$ cat src/rtl/sonar_range_proximity_blinker_unit_assert.svh
// assertion macros for the sonar range proximity blinker
`ifndef SONAR_RANGE_PROXIMITY_BLINKER_UNIT_ASSERT_SVH
`define SONAR_RANGE_PROXIMITY_BLINKER_UNIT_ASSERT_SVH

// same-cycle implication
`define SRPB_ASSERT_NOW(label, clock, reset, ante, cons) \
  label: assert property (@(posedge clock) disable iff (reset) (ante) |-> (cons)) \
    else $error("srpb assertion failed");

// next-cycle implication
`define SRPB_ASSERT_NEXT(label, clock, reset, ante, cons) \
  label: assert property (@(posedge clock) disable iff (reset) (ante) |=> (cons)) \
    else $error("srpb assertion failed");

`endif

$ cat src/rtl/srpb_pkg.sv
// types and constants shared by the sonar range proximity blinker
package srpb_pkg;

  localparam int COUNT_WIDTH = 16;
  localparam int VAL_WIDTH   = 16;
  localparam int CM_CFG_W    = 10;
  localparam int FRAC_BITS   = 10;
  localparam int MUL_A_W     = (COUNT_WIDTH > VAL_WIDTH) ? COUNT_WIDTH : VAL_WIDTH;
  localparam int MUL_B_W     = 10;
  localparam int PROD_W      = MUL_A_W + MUL_B_W;
  localparam int CFG_IDX_W   = 3;
  localparam int CFG_DATA_W  = 16;

  localparam logic [MUL_B_W-1:0]   DIST_SCALE_Q10 = MUL_B_W'(878);
  localparam logic [VAL_WIDTH-1:0] SAT_VAL        = '1;

  localparam logic [VAL_WIDTH-1:0] RST_TRIGGER_INTERVAL = VAL_WIDTH'(4000);
  localparam logic [CM_CFG_W-1:0]  RST_NEAR_LIMIT_CM    = CM_CFG_W'(10);
  localparam logic [CM_CFG_W-1:0]  RST_FAR_LIMIT_CM     = CM_CFG_W'(100);
  localparam logic [VAL_WIDTH-1:0] RST_NEAR_HALF_PERIOD = VAL_WIDTH'(2000);
  localparam logic [VAL_WIDTH-1:0] RST_FAR_HALF_PERIOD  = VAL_WIDTH'(20000);
  localparam logic [CM_CFG_W-1:0]  RST_TICKS_PER_CM     = CM_CFG_W'(200);
  localparam logic [VAL_WIDTH-1:0] RST_HALF_PERIOD      = VAL_WIDTH'(20000);

  typedef enum logic [CFG_IDX_W-1:0] {
    CFG_TRIGGER_INTERVAL = 3'd0,
    CFG_NEAR_LIMIT_CM    = 3'd1,
    CFG_FAR_LIMIT_CM     = 3'd2,
    CFG_NEAR_HALF_PERIOD = 3'd3,
    CFG_FAR_HALF_PERIOD  = 3'd4,
    CFG_TICKS_PER_CM     = 3'd5
  } srpb_cfg_idx_t;

  typedef enum logic [1:0] {
    ST_IDLE,
    ST_RANGE,
    ST_SCALE,
    ST_FINISH
  } srpb_state_t;

  typedef struct packed {
    logic action;
    logic echo_level;
  } srpb_item_t;

  typedef struct packed {
    logic                 trigger_out;
    logic                 led_out;
    logic [VAL_WIDTH-1:0] distance_cm;
    logic                 distance_new;
  } srpb_result_t;

endpackage

$ cat src/rtl/srpb_mul.sv
// shared multiplier with registered product
module srpb_mul (
  input  logic                         clk,
  input  logic                         en,
  input  logic [srpb_pkg::MUL_A_W-1:0] a,
  input  logic [srpb_pkg::MUL_B_W-1:0] b,
  output logic [srpb_pkg::PROD_W-1:0]  prod
);

  always_ff @(posedge clk) begin
    if (en) begin
      prod <= srpb_pkg::PROD_W'(a) * srpb_pkg::PROD_W'(b);
    end
  end

endmodule

$ cat src/rtl/sonar_range_proximity_blinker_unit.sv
// sonar range proximity blinker top level: counters, ranging sequencer, config
// tick and echo-rise items: result valid in the cycle after the item is accepted
// echo-fall items: RANGE, SCALE, then FINISH until the result slot is free; two
// passes through the shared multiplier (distance scale, then half period scale)
// if res_free, ticks and rises pass back to back; falls block items until loaded
// rst is synchronous: counters, led, trigger, sequencer and config to defaults
`include "sonar_range_proximity_blinker_unit_assert.svh"

module sonar_range_proximity_blinker_unit (
  input  logic                                clk,
  input  logic                                rst,
  input  logic                                item_valid,
  output logic                                item_stall,
  input  srpb_pkg::srpb_item_t                item,
  output logic                                result_valid,
  input  logic                                result_stall,
  output srpb_pkg::srpb_result_t              result,
  input  logic                                cfg_valid,
  output logic                                cfg_ready,
  input  logic [srpb_pkg::CFG_IDX_W-1:0]      cfg_index,
  input  logic [srpb_pkg::CFG_DATA_W-1:0]     cfg_data
);

  localparam int CW = srpb_pkg::COUNT_WIDTH;
  localparam int VW = srpb_pkg::VAL_WIDTH;
  localparam int MW = srpb_pkg::MUL_A_W;
  localparam int PW = srpb_pkg::PROD_W;
  localparam int FB = srpb_pkg::FRAC_BITS;
  localparam int KW = srpb_pkg::CM_CFG_W;

  // config registers
  logic [VW-1:0] trigger_interval;
  logic [KW-1:0] near_limit_cm;
  logic [KW-1:0] far_limit_cm;
  logic [VW-1:0] near_half_period;
  logic [VW-1:0] far_half_period;
  logic [KW-1:0] ticks_per_cm;

  // block state
  logic [CW-1:0] trigger_count;
  logic          pulse_pending;
  logic          trigger_level;
  logic [CW-1:0] echo_count;
  logic [VW-1:0] distance_cm;
  logic [VW-1:0] half_period;
  logic [CW-1:0] blink_count;
  logic          led_state;
  logic          near_hit;
  logic          mid_hit;

  srpb_pkg::srpb_state_t state, state_next;

  logic [CW-1:0] trigger_count_next;
  logic          pulse_pending_next;
  logic          trigger_level_next;
  logic [CW-1:0] blink_count_next;
  logic          led_state_next;
  logic [CW-1:0] trigger_inc;
  logic [CW-1:0] blink_inc;

  logic          item_accept;
  logic          res_free;
  logic          is_tick;
  logic          is_rise;
  logic          is_fall;
  logic          mul_en;
  logic          mul_scale;
  logic          finish_load;
  logic [MW-1:0] mul_a;
  logic [srpb_pkg::MUL_B_W-1:0] mul_b;
  logic [PW-1:0] prod;
  logic [MW-1:0] whole_cm;
  logic [VW-1:0] whole_cm_sat;
  logic [VW-1:0] scaled_sat;

  assign cfg_ready   = 1'b1;
  assign res_free    = !result_valid || !result_stall;
  assign item_accept = item_valid && !item_stall;
  assign is_tick     = !item.action;
  assign is_rise     = item.action && item.echo_level;
  assign is_fall     = item.action && !item.echo_level;

  // sequencer next state
  always_comb begin
    state_next = state;
    unique case (state)
      srpb_pkg::ST_IDLE: begin
        if (item_accept && is_fall) state_next = srpb_pkg::ST_RANGE;
      end
      srpb_pkg::ST_RANGE:  state_next = srpb_pkg::ST_SCALE;
      srpb_pkg::ST_SCALE:  state_next = srpb_pkg::ST_FINISH;
      srpb_pkg::ST_FINISH: begin
        if (res_free) state_next = srpb_pkg::ST_IDLE;
      end
      default: state_next = srpb_pkg::ST_IDLE;
    endcase
  end

  // sequencer outputs
  always_comb begin
    item_stall  = 1'b1;
    mul_en      = 1'b0;
    mul_scale   = 1'b0;
    finish_load = 1'b0;
    unique case (state)
      srpb_pkg::ST_IDLE:   item_stall = !res_free;
      srpb_pkg::ST_RANGE:  mul_en = 1'b1;
      srpb_pkg::ST_SCALE: begin
        mul_en    = 1'b1;
        mul_scale = 1'b1;
      end
      srpb_pkg::ST_FINISH: finish_load = res_free;
      default: item_stall = 1'b1;
    endcase
  end

  // shared multiplier operands
  assign whole_cm = prod[PW-1:FB];
  assign mul_a = mul_scale ? whole_cm : MW'(echo_count);
  assign mul_b = mul_scale ? ticks_per_cm : srpb_pkg::DIST_SCALE_Q10;

  srpb_mul u_mul (
    .clk  (clk),
    .en   (mul_en),
    .a    (mul_a),
    .b    (mul_b),
    .prod (prod)
  );

  assign whole_cm_sat = (whole_cm > MW'(srpb_pkg::SAT_VAL)) ? srpb_pkg::SAT_VAL
                                                             : VW'(whole_cm);
  assign scaled_sat   = (prod > PW'(srpb_pkg::SAT_VAL)) ? srpb_pkg::SAT_VAL : VW'(prod);

  // one tick of the trigger and blink counters
  always_comb begin
    trigger_inc        = trigger_count + CW'(1);
    blink_inc          = blink_count + CW'(1);
    trigger_count_next = trigger_inc;
    pulse_pending_next = pulse_pending;
    trigger_level_next = trigger_level;
    blink_count_next   = blink_inc;
    led_state_next     = led_state;
    if (pulse_pending) begin
      trigger_level_next = 1'b0;
      pulse_pending_next = 1'b0;
    end
    if (MW'(trigger_inc) >= MW'(trigger_interval)) begin
      trigger_level_next = 1'b1;
      trigger_count_next = '0;
      pulse_pending_next = 1'b1;
    end
    if (MW'(blink_inc) >= MW'(half_period)) begin
      blink_count_next = '0;
      led_state_next   = !led_state;
    end
  end

  always_ff @(posedge clk) begin
    if (rst) begin
      trigger_interval <= srpb_pkg::RST_TRIGGER_INTERVAL;
      near_limit_cm    <= srpb_pkg::RST_NEAR_LIMIT_CM;
      far_limit_cm     <= srpb_pkg::RST_FAR_LIMIT_CM;
      near_half_period <= srpb_pkg::RST_NEAR_HALF_PERIOD;
      far_half_period  <= srpb_pkg::RST_FAR_HALF_PERIOD;
      ticks_per_cm     <= srpb_pkg::RST_TICKS_PER_CM;
    end else if (cfg_valid && cfg_ready) begin
      case (cfg_index)
        srpb_pkg::CFG_TRIGGER_INTERVAL: trigger_interval <= cfg_data;
        srpb_pkg::CFG_NEAR_LIMIT_CM:    near_limit_cm    <= cfg_data[KW-1:0];
        srpb_pkg::CFG_FAR_LIMIT_CM:     far_limit_cm     <= cfg_data[KW-1:0];
        srpb_pkg::CFG_NEAR_HALF_PERIOD: near_half_period <= cfg_data;
        srpb_pkg::CFG_FAR_HALF_PERIOD:  far_half_period  <= cfg_data;
        srpb_pkg::CFG_TICKS_PER_CM:     ticks_per_cm     <= cfg_data[KW-1:0];
        default: ;
      endcase
    end
  end

  always_ff @(posedge clk) begin
    if (rst) begin
      state         <= srpb_pkg::ST_IDLE;
      trigger_count <= '0;
      pulse_pending <= 1'b0;
      trigger_level <= 1'b0;
      echo_count    <= '0;
      distance_cm   <= '0;
      half_period   <= srpb_pkg::RST_HALF_PERIOD;
      blink_count   <= '0;
      led_state     <= 1'b0;
      result_valid  <= 1'b0;
      near_hit      <= 1'b0;
      mid_hit       <= 1'b0;
    end else begin
      state <= state_next;
      if (item_accept && is_tick) begin
        trigger_count <= trigger_count_next;
        pulse_pending <= pulse_pending_next;
        trigger_level <= trigger_level_next;
        echo_count    <= echo_count + CW'(1);
        blink_count   <= blink_count_next;
        led_state     <= led_state_next;
      end
      if (item_accept && is_rise) begin
        echo_count <= '0;
      end
      // prod holds the distance in q.10 here
      if (state == srpb_pkg::ST_SCALE) begin
        distance_cm <= whole_cm_sat;
        near_hit    <= prod <= PW'({near_limit_cm, FB'(0)});
        mid_hit     <= prod <  PW'({far_limit_cm, FB'(0)});
      end
      if (finish_load) begin
        priority if (near_hit) begin
          half_period <= near_half_period;
        end else if (mid_hit) begin
          half_period <= scaled_sat;
        end else begin
          half_period <= far_half_period;
        end
      end
      if ((item_accept && !is_fall) || finish_load) begin
        result_valid <= 1'b1;
      end else if (!result_stall) begin
        result_valid <= 1'b0;
      end
    end
  end

  // result payload
  always_ff @(posedge clk) begin
    if (item_accept && is_tick) begin
      result.trigger_out  <= trigger_level_next;
      result.led_out      <= led_state_next;
      result.distance_cm  <= distance_cm;
      result.distance_new <= 1'b0;
    end else if (item_accept && is_rise) begin
      result.trigger_out  <= trigger_level;
      result.led_out      <= led_state;
      result.distance_cm  <= distance_cm;
      result.distance_new <= 1'b0;
    end else if (finish_load) begin
      result.trigger_out  <= trigger_level;
      result.led_out      <= led_state;
      result.distance_cm  <= distance_cm;
      result.distance_new <= 1'b1;
    end
  end

  `SRPB_ASSERT_NOW(a_busy_stalls, clk, rst, state != srpb_pkg::ST_IDLE, item_stall)
  `SRPB_ASSERT_NEXT(a_fall_starts_range, clk, rst, item_accept && is_fall, state == srpb_pkg::ST_RANGE)
  `SRPB_ASSERT_NEXT(a_finish_gives_result, clk, rst, finish_load, result_valid && result.distance_new)
  `SRPB_ASSERT_NOW(a_pulse_has_level, clk, rst, pulse_pending, trigger_level)

endmodule

$ cat config.mk
export PLATFORM = sky130hd
export DESIGN_NAME = sonar_range_proximity_blinker_unit
export DESIGN_NICKNAME = d
export VERILOG_FILES = /design/src/rtl/srpb_pkg.sv /design/src/rtl/srpb_mul.sv /design/src/rtl/sonar_range_proximity_blinker_unit.sv
export VERILOG_INCLUDE_DIRS = /design/src /design/src/rtl
export SDC_FILE = /design/constraint.sdc
export NUM_CORES = 1
export LEC_CHECK = 0
export ABC_AREA = 0
export BUFFER_PORTS_ARGS = -buffer_cell sky130_fd_sc_hd__buf_4
export CAP_MARGIN = 30
export CELL_PAD_IN_SITES_DETAIL_PLACEMENT = 1
export CELL_PAD_IN_SITES_GLOBAL_PLACEMENT = 2
export CORE_MARGIN = 10
export CORE_UTILIZATION = 40
export DETAILED_ROUTE_END_ITERATION = 10
export PLACE_DENSITY_LB_ADDON = 0.1
export SLEW_MARGIN = 15
export SYNTH_ARGS = -nofsm -noshare
export SYNTH_HDL_FRONTEND = slang
export SYNTH_HIERARCHICAL = 1
export SYNTH_SLANG_ARGS = --single-unit
export TNS_END_PERCENT = 50
$ cat constraint.sdc
create_clock -name clk -period 10.5 [get_ports clk]
set_clock_uncertainty 0.2 [all_clocks]
set_input_delay 2.1 -clock clk [delete_from_list [all_inputs] [get_ports clk]]
set_output_delay 2.1 -clock clk [all_outputs]
set_load 0.1 [all_outputs]
-- Yosys cells after proc, flatten, opt, wreduce, memory -nomap -nowiden
Cells that the tools add are included.
- reductions and logical operators: 30
- order comparisons: 6
- $add $sub $neg: 3
- equal/unequal tests: 11
- multiplexer cells: 24
- multiply operators: 1
- operators by type and width (operator ; count):
    $mux W16 ; 7
    $mux W19 ; 3
    $add A16 B1 Y16 const B ; 3
    $ge A16 B16 Y1 ; 2
    $gt A26 B16 Y1 const B ; 1
    $le A26 B20 Y1 ; 1
    $lt A26 B20 Y1 ; 1
    $mul A16 B10 Y26 ; 1
    $gt A16 B16 Y1 const B ; 1
    $reduce_and A2 Y1 ; 7
    $mux W1 ; 10
    $mux W10 ; 1
    $logic_not A1 Y1 ; 8
    $pmux W2 S4 ; 1
    $logic_and A1 B1 Y1 ; 7
    $eq A3 B2 Y1 const B ; 2
    $eq A3 B3 Y1 const B ; 2
    $reduce_or A2 Y1 ; 3
    $eq A2 B2 Y1 const B ; 2
    $mux W2 ; 2
    $ne A2 B2 Y1 const B ; 2
    $eq A3 B1 Y1 const B ; 1
    $logic_not A3 Y1 ; 1
    $reduce_bool A3 Y1 ; 1
    other kinds (4) ; 5
- flip-flop bits (word level): 211
- output and inout bits: 22
- logic and storage cells: 98
- input bits: 26

-- Logic depth before layout (Yosys ltp)
- depth in word-level cells: 9
- gate-level depth with buffers: 25

-- Cells and area by module
Netlist, hierarchy kept.
- modules (own cells, without submodules) (module ; sequential area each (um^2) ; cells an instance ; area each (um^2) ; times used):
    sonar_range_proximity_blinker_unit ; 3883.7 ; 1134 ; 9163.8 ; 1
    srpb_mul ; 780.7 ; 627 ; 5926.9 ; 1

-- Worst setup path before layout
OpenSTA, ideal clock, no wires.
- path kind: register to register
- start point: register state[0]
- end point: register u_mul/prod[25] in the netlist's numbering (data pin)
- required time: 10.040 ns
- library setup time: 0.260 ns
- arrival time: 5.796 ns
- cell stages (with the launch flop): 25
- setup slack: 4.244 ns
- path buffers: 4
- cell sequence: dfxtp_1 > inv_1 > ha_1 > clkbuf_1 > clkbuf_1 > nand2_1 > o21ai_0 > clkbuf_1 > nand2_1 > fa_1 > inv_1 > fa_1 > fa_1 > fa_1 > inv_1 > fa_1 > inv_1 > ha_1 > buf_2 > and3_1 > and3_2 > a211o_1 > a41oi_2 > o21ai_1 > xnor2_1
- cells in the longest elaborated chain, start to end: 4
- elaborated cells between the ends (all ways): 5
- those cells by class: 1 x mul; 1 x eq/ne; 3 x mux
- ends and longest elaborated chain (item ; line ; RTL):
    from (decl) ; sonar_range_proximity_blinker_unit.sv:51 ; srpb_pkg::srpb_state_t state, state_next;
    from (signal assigned) ; sonar_range_proximity_blinker_unit.sv:181 ; state <= srpb_pkg::ST_IDLE;
    from (signal assigned) ; sonar_range_proximity_blinker_unit.sv:194 ; state <= state_next;
    $eq A2 B2 Y1 ; sonar_range_proximity_blinker_unit.sv:105 ; unique case (state)
    $mux W1 ; sonar_range_proximity_blinker_unit.sv:105 ;
    $mux W16 ; sonar_range_proximity_blinker_unit.sv:119 ; assign mul_a = mul_scale ? whole_cm : MW'(echo_count);
    net mul_a[9] ; sonar_range_proximity_blinker_unit.sv:69 ; logic [MW-1:0] mul_a;
    $mul A16 B10 Y26 ; srpb_mul.sv:12 ; prod <= srpb_pkg::PROD_W'(a) * srpb_pkg::PROD_W'(b);
    to (signal assigned) ; srpb_mul.sv:12 ;
    to (decl) ; srpb_mul.sv:7 ; output logic [srpb_pkg::PROD_W-1:0] prod
The timed path passes the listed nets, and every way through them passes these cells.
A chain may end at the register's enable or synchronous reset.

-- Worst setup path after layout
- start point: register state[0]
- end point: register u_mul/prod[25] in the netlist's numbering (data pin)
- cells in the longest elaborated chain, start to end: 4
- elaborated cells between the ends (all ways): 5
- those cells by class: 1 x mul; 1 x eq/ne; 3 x mux
- ends and longest elaborated chain (item ; line ; RTL):
    $eq A2 B2 Y1 ; sonar_range_proximity_blinker_unit.sv:105 ;
    $mux W1 ; sonar_range_proximity_blinker_unit.sv:105 ;
    $mux W10 ; sonar_range_proximity_blinker_unit.sv:120 ; assign mul_b = mul_scale ? ticks_per_cm : srpb_pkg::DIST_SCALE_Q10;
    net mul_b (one bit) ; sonar_range_proximity_blinker_unit.sv:70 ; logic [srpb_pkg::MUL_B_W-1:0] mul_b;
    $mul A16 B10 Y26 ; srpb_mul.sv:12 ;
The timed path passes the listed nets, and every way through them passes these cells.

==> flow_metrics.tcl <==
set metrics [dict create \
    cp.depth 19 \
    clk_path_buf_depth 3 \
    power_mw 3.68 \
    firstDrtPassIters 4 \
    via_per_inst 5.24 \
    numCtsBuffers 26 \
    cap_violations 0 \
    rsz0062_at_grt "no" \
    io_buffers 46 \
    grt_pass1_vias 13098 \
    yosys.cell_count.top_type "nand2_1" \
    worst_path_most_repeated_cell "fa_1" \
    syn_inst 1761 \
    hold_buffers 0 \
    synthArstFlopShare_pct 0 \
    cts.clk_slew.worst_paths_ns 0.06 \
    power.leakage_nw 7.28 \
    synth_area_leaders "dfxtp_1, fa_1, ha_1, edfxtp_1, nand2_1" \
    reg2reg_depth 19 \
    clkPwrFrac_pct 26.2 \
    yosysWarnings 6 \
    yosys.area.top_type_share_pct 22.2 \
    layout.cells.non_filler 2308 \
    ant_nets 0 \
    core_area_sq_um 37400 \
    grt_max_degree 83 \
    synth_seq_area_share_pct 30.9 \
    drt-total-wl_mm 45.8 \
    synth_top_cell_by_area "dfxtp_1" \
    synth_edf_count 44 \
    cts-root-buf "clkbuf_16" \
    start_kind "register" \
    start_util_pct 40.3 \
    crit_buf_inv 4 \
    gr-total-overflow 0 \
    synth-main-ff-cell "dfxtp_1" \
    synthToLayoutAreaGrowth_pct 12.1 \
    slew_headroom_pct 44.3 \
    ioPinCount 48 \
    place_congestion 0.858 \
    slowest_stage "fa_1" \
    vdd_ir_drop_max_mv 0.101 \
    p_per_area_nw_per_um2 218 \
    path_class "register to register" \
    ys_top_cells_by_count "nand2_1, inv_1, dfxtp_1, a21oi_1, ha_1" \
    synth_seq_cells 211 \
    crit_path_end "u_mul/prod[25]" \
    h-tree-depth 1 \
    p_sw_mw 1.55 \
    tns_ns 0 \
    fin_crit_sh_pct 66.0 \
    num-nets-final 2032 \
    die_y_um 214 \
    rrSetupSlack_ns 3.57 \
    fin_crit_ns 6.93 \
    syn_nets 2016 \
    cts_tree "yes" \
    cts_resized 0 \
    cts_sinks 211 \
    clk_latency_ns 0.55 \
    max_freq_mhz 144 \
    antenna_found_initial 0 \
    cts_setup_buffers 0 \
    internal_power_mw 2.13 \
    drive_gt1_share_pct 7.74 \
    combPwrFrac_pct 43.1 \
    first_iter_violations 511 \
    whs_path_depth 2 \
    cp_max_fo 64 \
    synth_area_sq_um 15100 \
    crit_chain "inv_1, ha_2, buf_4, nand2b_1, and2_1, fa_1, fa_1, fa_1, fa_1, inv_1, fa_1, inv_1, ha_1, and3_1, and3_2, a211o_1, a41oi_2, o21ai_1, xnor2_1" \
    row_count 71 \
    switching_share_pct 42.1 \
    status "completed" \
    stdcell_area_sq_um 16900 \
    timing.rr.start "state[0]" \
    grt_first_pass_wirelength_mm 72.8 \
    yosysUniqueCellTypes 71 \
    hpwl_mm 34.7 \
    rr_endpoint "u_mul/prod[25]" \
    antenna-diode-count 0 \
    die_area_sq_um 45900 \
    wl_per_cell_um 19.8 \
    slew_violations 0 \
    cp-startpoint "state[0]" \
    hold_class "register to register" \
    pwr-share-seq_pct 30.8 \
    max_stage_delay_ns 0.56 \
    path_delay_family "adder cells" \
    finalCoreUtilization_pct 45.2 \
    hold_viol 0 \
    drc 0 \
    vias 12088 \
    setup.worst_path.end_class "register" \
    setup_viol 0 \
    tightest_slew_ns 0.836 \
    dpl-instance-area_sq_um 15900 \
    syn_avg_cell_area_sq_um 8.57 \
    crit_required_ns 10.59 \
    die_width_um 214 \
    place_inst 2256 \
    cp_data_arrival_time_ns 7.02 \
    grtUsageTotal_pct 19.7 \
]
## power by group through the flow
| stage | sequential [mW] | clock [mW] | combinational (mW) |
|---|---|---|---|
| after floorplan | 1.20 | 0 | 1.03 |
| after global placement | 1.15 | 0 | 1.56 |
| after detailed placement | 1.15 | 0 | 1.61 |
| after CTS | 1.14 | 0.989 | 1.61 |
| after global routing | 1.14 | 1.02 | 1.79 |
| final | 1.13 | 0.964 | 1.58 |
## cell type report
class | instances | area [sq um]
Fill cell | 4344 | 20500
Multi-Input combinational cell | 1281 | 9410
Sequential cell | 211 | 4660
Clock buffer | 37 | 796
Inverter | 181 | 679
Tap cell | 511 | 639
Timing Repair Buffer | 76 | 598
Clock inverter | 11 | 130
## kinds of logic (layout without fill, tap and decap cells)
logic type | after synthesis | count (layout) | share of synthesized area (%)
mux | 2 | 2 | 0.133
other cells | 1 | 1 | 0.0248
simple gates | 659 | 659 | 20.7
compound gates | 322 | 322 | 13.1
buf+inv | 269 | 305 | 6.76
xor+xnor | 68 | 68 | 3.95
flops | 211 | 211 | 30.9
fa+ha+maj | 229 | 229 | 24.5
## per-stage QoR
step | setup slack, ns | hold slack, ns
5_1_grt | 3.23 | 0.279
2_1_floorplan | 4.24 | 0.231
3_3_place_gp | 3.47 | 0.239
3_5_place_dp | 3.55 | 0.248
4_1_cts | 3.52 | 0.257
6_report | 3.57 | 0.256
## flip-flops by register name, indices dropped and copies added, names as in the netlist
register          count
half_period          16
trigger_interval     16
ticks_per_cm         10
trigger_level         1
blink_count          16
near_limit_cm        10
near_hit              1
pulse_pending         1
near_half_period     16
result_valid          1
echo_count           16
far_half_period      16
u_mul/prod           26
led_state             1
far_limit_cm         10
state                 2
result               19
mid_hit               1
trigger_count        16
distance_cm          16
## worst min path at each step
stage,start,endpoint
final,trigger_interval[12],trigger_interval[12]
after global routing,far_half_period[7],far_half_period[7]
after CTS,near_limit_cm[7],near_limit_cm[7]
after detailed placement,near_limit_cm[7],near_limit_cm[7]
after global placement,ticks_per_cm[0],ticks_per_cm[0]
after floorplan,ticks_per_cm[1],ticks_per_cm[1]
## cell usage in the layout, fill, tap and decap left out, drive strengths merged, types with 4 or more instances in the layout
master,synthesis,layout
nand2,328,328
inv,180,180
dfxtp,167,167
a21oi,130,130
ha,119,119
fa,110,110
and2,86,86
o21ai,78,78
buf,7,76
nor2,63,63
nand3,53,53
xnor2,50,50
edfxtp,44,44
clkbuf,81,37
nand2b,31,31
nand4,22,22
nor2b,22,22
o211ai,21,21
xor2,18,18
o22ai,16,16
and3,16,16
nor3,12,12
a21o,10,10
clkinv,1,9
a211oi,8,8
o21a,8,8
o31ai,8,8
a22o,7,7
a31oi,6,6
nor4,5,5
o21bai,4,4
or3,4,4
a41oi,4,4
## per-layer routing
layer,GRT usage [%],wire length (um),vias to the layer above
met3,1.55,815,57
met5,0,0,-
li1,-,-,5864
met2,36.0,23800,116
met4,7.35,1530,0
met1,23.6,19700,6051
## worst register-to-register path: stages (launching register included)
cell and delay, ns:
dfxtp_1 0.31, inv_1 0.13, ha_2 0.18, buf_4 0.49, nand2b_1 0.55, and2_1 0.35
fa_1 0.50, fa_1 0.53, fa_1 0.53, fa_1 0.56, inv_1 0.06, fa_1 0.53
inv_1 0.04, ha_1 0.43, and3_1 0.25, and3_2 0.21, a211o_1 0.37, a41oi_2 0.23
o21ai_1 0.11, xnor2_1 0.14
No activity file was read; power rests on OpenSTA's default activity.
